[config.mk]
export PLATFORM = sky130hd
export DESIGN_NAME = pctd_ram
export DESIGN_NICKNAME = d
export VERILOG_FILES = /design/src/pctd_ram.sv
export SDC_FILE = /design/constraint.sdc
export NUM_CORES = 2
export LEC_CHECK = 0
export CORE_UTILIZATION = 30
export CTS_CLUSTER_DIAMETER = 120
export DETAILED_ROUTE_END_ITERATION = 8
export DONT_BUFFER_PORTS = 1
export PLACE_DENSITY = 0.47
export SKIP_LAST_GASP = 1
export SYNTH_ARGS = -nofsm -noshare
export SYNTH_HDL_FRONTEND = slang
export SYNTH_SLANG_ARGS = --single-unit
export TNS_END_PERCENT = 20
[constraint.sdc]
create_clock -name aclk -period 3.8 [get_ports aclk]
set_input_delay 0.95 -clock aclk [delete_from_list [all_inputs] [get_ports aclk]]
set_output_delay 0.95 -clock aclk [all_outputs]
set_load 0.02 [all_outputs]
[src/pctd_ram.sv]
// Generic single-port RAM with registered read.
module pctd_ram #(
    parameter int WIDTH = 8,
    parameter int DEPTH = 256
) (
    input  logic                     aclk,
    input  logic                     we,
    input  logic [$clog2(DEPTH)-1:0] addr,
    input  logic [WIDTH-1:0]         wdata,
    output logic [WIDTH-1:0]         rdata
);

    logic [WIDTH-1:0] mem [DEPTH];

    always_ff @(posedge aclk) begin
        if (we) begin
            mem[addr] <= wdata;
        end
        rdata <= mem[addr];
    end

endmodule

==> run_results.csv <==
group,metric,value,unit
yosys,synth_top_area_cell,"sky130_fd_sc_hd__edfxtp_1",
timing,fin_crit_sh,97.0,%
timing,rsz0062_at_grt,"true",
pwr,share_clk_of_total_power,44.1,%
setup_path,critPathMaxStageDelay,0.85,ns
pwr,p_int,38.0,mW
timing,timing_worst_slew_pin_value,1.50,ns
setup_path,crit_path_end_kind,"flop",
setup_path,rr_worst_depth,6,
min_path,holdPathEnd,"mem[81][2]",
yosys,syn_area,78500,um2
cts,clock-root-buffer,"sky130_fd_sc_hd__clkbuf_16",
floorplan,fp.dieW,514,um
cts,tritoncts_num_sinks,2056,
setup_path,cell_with_the_largest_stage_delay_on_the_worst_path,"sky130_fd_sc_hd__o41ai_1",
yosys,yosys_register_bits,2056,
setup_path,worst-path-buf-inv,3,
setup_path,critical_path.max_fanout,71,
layout,fin_nets,3964,
yosys,cell_with_the_most_instances_after_synthesis,"sky130_fd_sc_hd__edfxtp_1",
grt,globalRouteTotalUtil,15.6,%
timing,max_freq,271,MHz
setup_path,critical_path.reg2reg.endpoint,"rdata[4]",
pwr,power_switching_share,20.3,%
timing,count_of_pins_over_their_slew_limit,0,
yosys,proportion_of_synthesized_chip_area_in_sequential_cells,78.6,%
yosys,synth.avg_cell_area,22.1,um2
setup_path,crit_chain,"buf_16, buf_16, mux4_2, a22oi_1, a21oi_1, o41ai_1, buf_4, nand4_1",
pwr,power.density,517,nW/um2
setup_path,timing.critical_path.mode_cell,"sky130_fd_sc_hd__buf_16",
route,drt_pass1_iterations,5,
grt,grt_pass1_vias,39100,
min_path,hold_path_depth,0,
min_path,holdCritPathClass,"in -> reg",
floorplan,rows,187,
cts,tritoncts,"built",
timing,timing.final.crit_period,3.69,ns
pwr,comb_power_share,3.3,%
layout,regArea,61700,um2
floorplan,core_footprint,260000,um2
run,timing.max_cap.violations,0,
yosys,mappedNetlistNets,3565,
yosys,post-synth-top-area-fraction,78.3,%
setup_path,regToRegSetupSlack,1.07,ns
setup_path,critPathRequiredTime,4.49,ns
setup_path,levels_on_crit_path,8,
yosys,ys_async_sr_fraction,0,%
min_path,worst_hold_startpoint,"wdata[2]",
layout,filler_cell_count,24100,
grt,grt_start_max_net_pins,519,
route,wl_per_cell,27.3,um
layout,postLayoutCoreUtil,35.5,%
setup_path,path_delay_family,"compound AO/OA/AOI/OAI gates",
yosys,ys.flop_type,"sky130_fd_sc_hd__edfxtp_1",
placed_design,dp.final_hpwl,112,mm
setup_path,startpoint_of_the_most_critical_register_to_register_path,"mem[191][4]",
layout,finish.cell_count_without_fillers,7624,
timing,final.setup_skew,0.0272,ns
setup_path,cp.arrival,4.37,ns
yosys,ys_types,22,
pwr,fin_total_pwr,47.6,mW
grt,antenna_violations_before_repair,7,
cts,tritoncts.num_buffers,218,
timing,slew-limit-headroom,0.0899,%
outcome,status,"finished, final reports clean",
yosys,synthesis.yosys.warnings,0,
timing,report.final.hold_viol_count,0,
layout,drive_gt1_share,30.3,%
cts,cts_max_level,4,
grt,grt_remaining_overflow,0,
pwr,total_leakage_power,28.3,nW
layout,multi_input_area,15900,um2
placed_design,gp_congestion,0.748,
layout,syn_to_final_growth,17.5,%
floorplan,initial_core_util,30.2,%
route,post-route-drc-count,0,
timing,setup_viol_count_final,0,
route,routed-via-count,37500,
cts,insertion_delay,0.84,ns
setup_path,crit_type,"in -> reg",
floorplan,die_area,264000,um2
floorplan,die_height,514,um
route,ant_nets,0,
pwr,p_switching,9.66,mW
cts,path_clk_slew,0.06,ns
route,vias_per_cell,4.92,
floorplan,pin_count,26,
yosys,number_of_cells_produced_by_synthesis,3547,
placed_design,placed_instances,7215,
route,finalWirelength,208,mm
route,drt_iter0_drc,3318,
yosys,leading_cell_types_by_total_area_after_synthesis,"sky130_fd_sc_hd__edfxtp_1, sky130_fd_sc_hd__mux4_2, sky130_fd_sc_hd__a22oi_1",
placed_design,port_buffers,0,
cts,cts-root-to-sink-buffers,3,
setup_path,start_kind,"primary input",
pwr,power.sequential.fraction,52.6,%
yosys,edff_count_synth,2048,
yosys,top_cells_by_instance_count_after_synthesis,"sky130_fd_sc_hd__edfxtp_1, sky130_fd_sc_hd__mux4_2, sky130_fd_sc_hd__a22oi_1, sky130_fd_sc_hd__nor2_1, sky130_fd_sc_hd__clkbuf_1",
pwr,vdd.ir_drop.worst,0.509,mV
grt,grt_first_pass_wirelength,294,mm
## final cells by class
| class | instances | share of cell area [%] |
|---|---|---|
| Tap cell | 3496 | 4.74 |
| Sequential cell | 2056 | 66.9 |
| Inverter | 1 | 0.00407 |
| Timing Repair Buffer | 411 | 3.61 |
| Clock inverter | 130 | 1.38 |
| Multi-Input combinational cell | 1258 | 17.2 |
| Antenna cell | 3 | 0.00814 |
| Clock buffer | 269 | 6.21 |
## layout by cell type (no fill, tap or decap), types with 5 or more instances in the layout
| cell type | count |
|---|---|
| sky130_fd_sc_hd__inv_6 | 5 |
| sky130_fd_sc_hd__a22oi_1 | 256 |
| sky130_fd_sc_hd__edfxtp_1 | 2048 |
| sky130_fd_sc_hd__clkinv_1 | 53 |
| sky130_fd_sc_hd__nand4_1 | 8 |
| sky130_fd_sc_hd__buf_4 | 395 |
| sky130_fd_sc_hd__nand2_2 | 6 |
| sky130_fd_sc_hd__bufinv_16 | 24 |
| sky130_fd_sc_hd__a21oi_1 | 128 |
| sky130_fd_sc_hd__clkinvlp_4 | 5 |
| sky130_fd_sc_hd__buf_12 | 9 |
| sky130_fd_sc_hd__nand3_2 | 8 |
| sky130_fd_sc_hd__nor2b_1 | 5 |
| sky130_fd_sc_hd__nand2_1 | 22 |
| sky130_fd_sc_hd__dfxtp_1 | 8 |
| sky130_fd_sc_hd__nor2_1 | 231 |
| sky130_fd_sc_hd__clkbuf_16 | 224 |
| sky130_fd_sc_hd__clkbuf_1 | 46 |
| sky130_fd_sc_hd__clkinv_2 | 38 |
| sky130_fd_sc_hd__nand3_1 | 5 |
| sky130_fd_sc_hd__o41ai_1 | 28 |
| sky130_fd_sc_hd__mux4_2 | 512 |
| sky130_fd_sc_hd__nor3_1 | 30 |
## worst reg2reg max path, delay by kind of cell (launching register included)
kind / cells / cell delay (ns)
compound gates: 3 / 1.47
buf+inv: 1 / 0.26
simple gates: 1 / 0.07
flops: 1 / 0.35
mux: 1 / 0.46
## sequential cells by signal, summed over array words and instances (netlist names)
register,cells
mem,2048
rdata,8
## power groups by stage
stage	logic, mW	registers (mW)	clock network (mW)
2_1_floorplan	1.11	25.5	0
3_3_place_gp	1.39	25.5	0
3_5_place_dp	1.39	25.5	0
4_1_cts	1.39	25.1	21.5
5_1_grt	1.65	25.1	22.3
6_report	1.57	25.1	21.0
## metrics by stage
stage | instance area (um2) | setup slack, ns | hold slack, ns | setup TNS, ns
finish | 92200 | 0.114 | 0.233 | 0
floorplan | 78500 | 0.631 | 0.819 | 0
global route | 92200 | -0.0652 | 0.175 | -0.0880
CTS | 92000 | 0.751 | 0.272 | 0
global placement | 85000 | -0.196 | 0.995 | -0.897
detailed placement | 85000 | -0.101 | 0.984 | -0.274
## worst max path at each step
stage / startpoint / to / slack [ns]
floorplan: addr[1] / mem[111][0] / 0.63
global placement: addr[0] / rdata[2] / -0.20
detailed placement: addr[0] / rdata[4] / -0.10
CTS: addr[0] / rdata[4] / 0.75
global route: addr[0] / rdata[5] / -0.07
finish: addr[0] / rdata[2] / 0.11
## cells by family after synthesis
kind of cell           after synthesis  share of synthesized area (%)
AND/OR/NAND/NOR                    330                           1.73
buffers and inverters              233                           1.40
AO/OA/AOI/OAI                      416                           3.62
flip-flops                        2056                           78.6
multiplexers                       512                           14.7
## metal layers
layer,track usage (%),share of wire [%],vias up
met5,0,0,-
met4,4.99,2.9,0
met3,3.32,6.1,281
met2,24.9,48,1017
met1,21.1,43,20300
li1,-,-,15900
## timing repair
item / 4_1_cts / 5_1_grt
setup buffers: 0 / 0
hold buffers: 0 / 0
endpoints found under the setup margin: 0 / 8
gates resized for setup: 0 / 1
(Power assumes the default switching activity.)
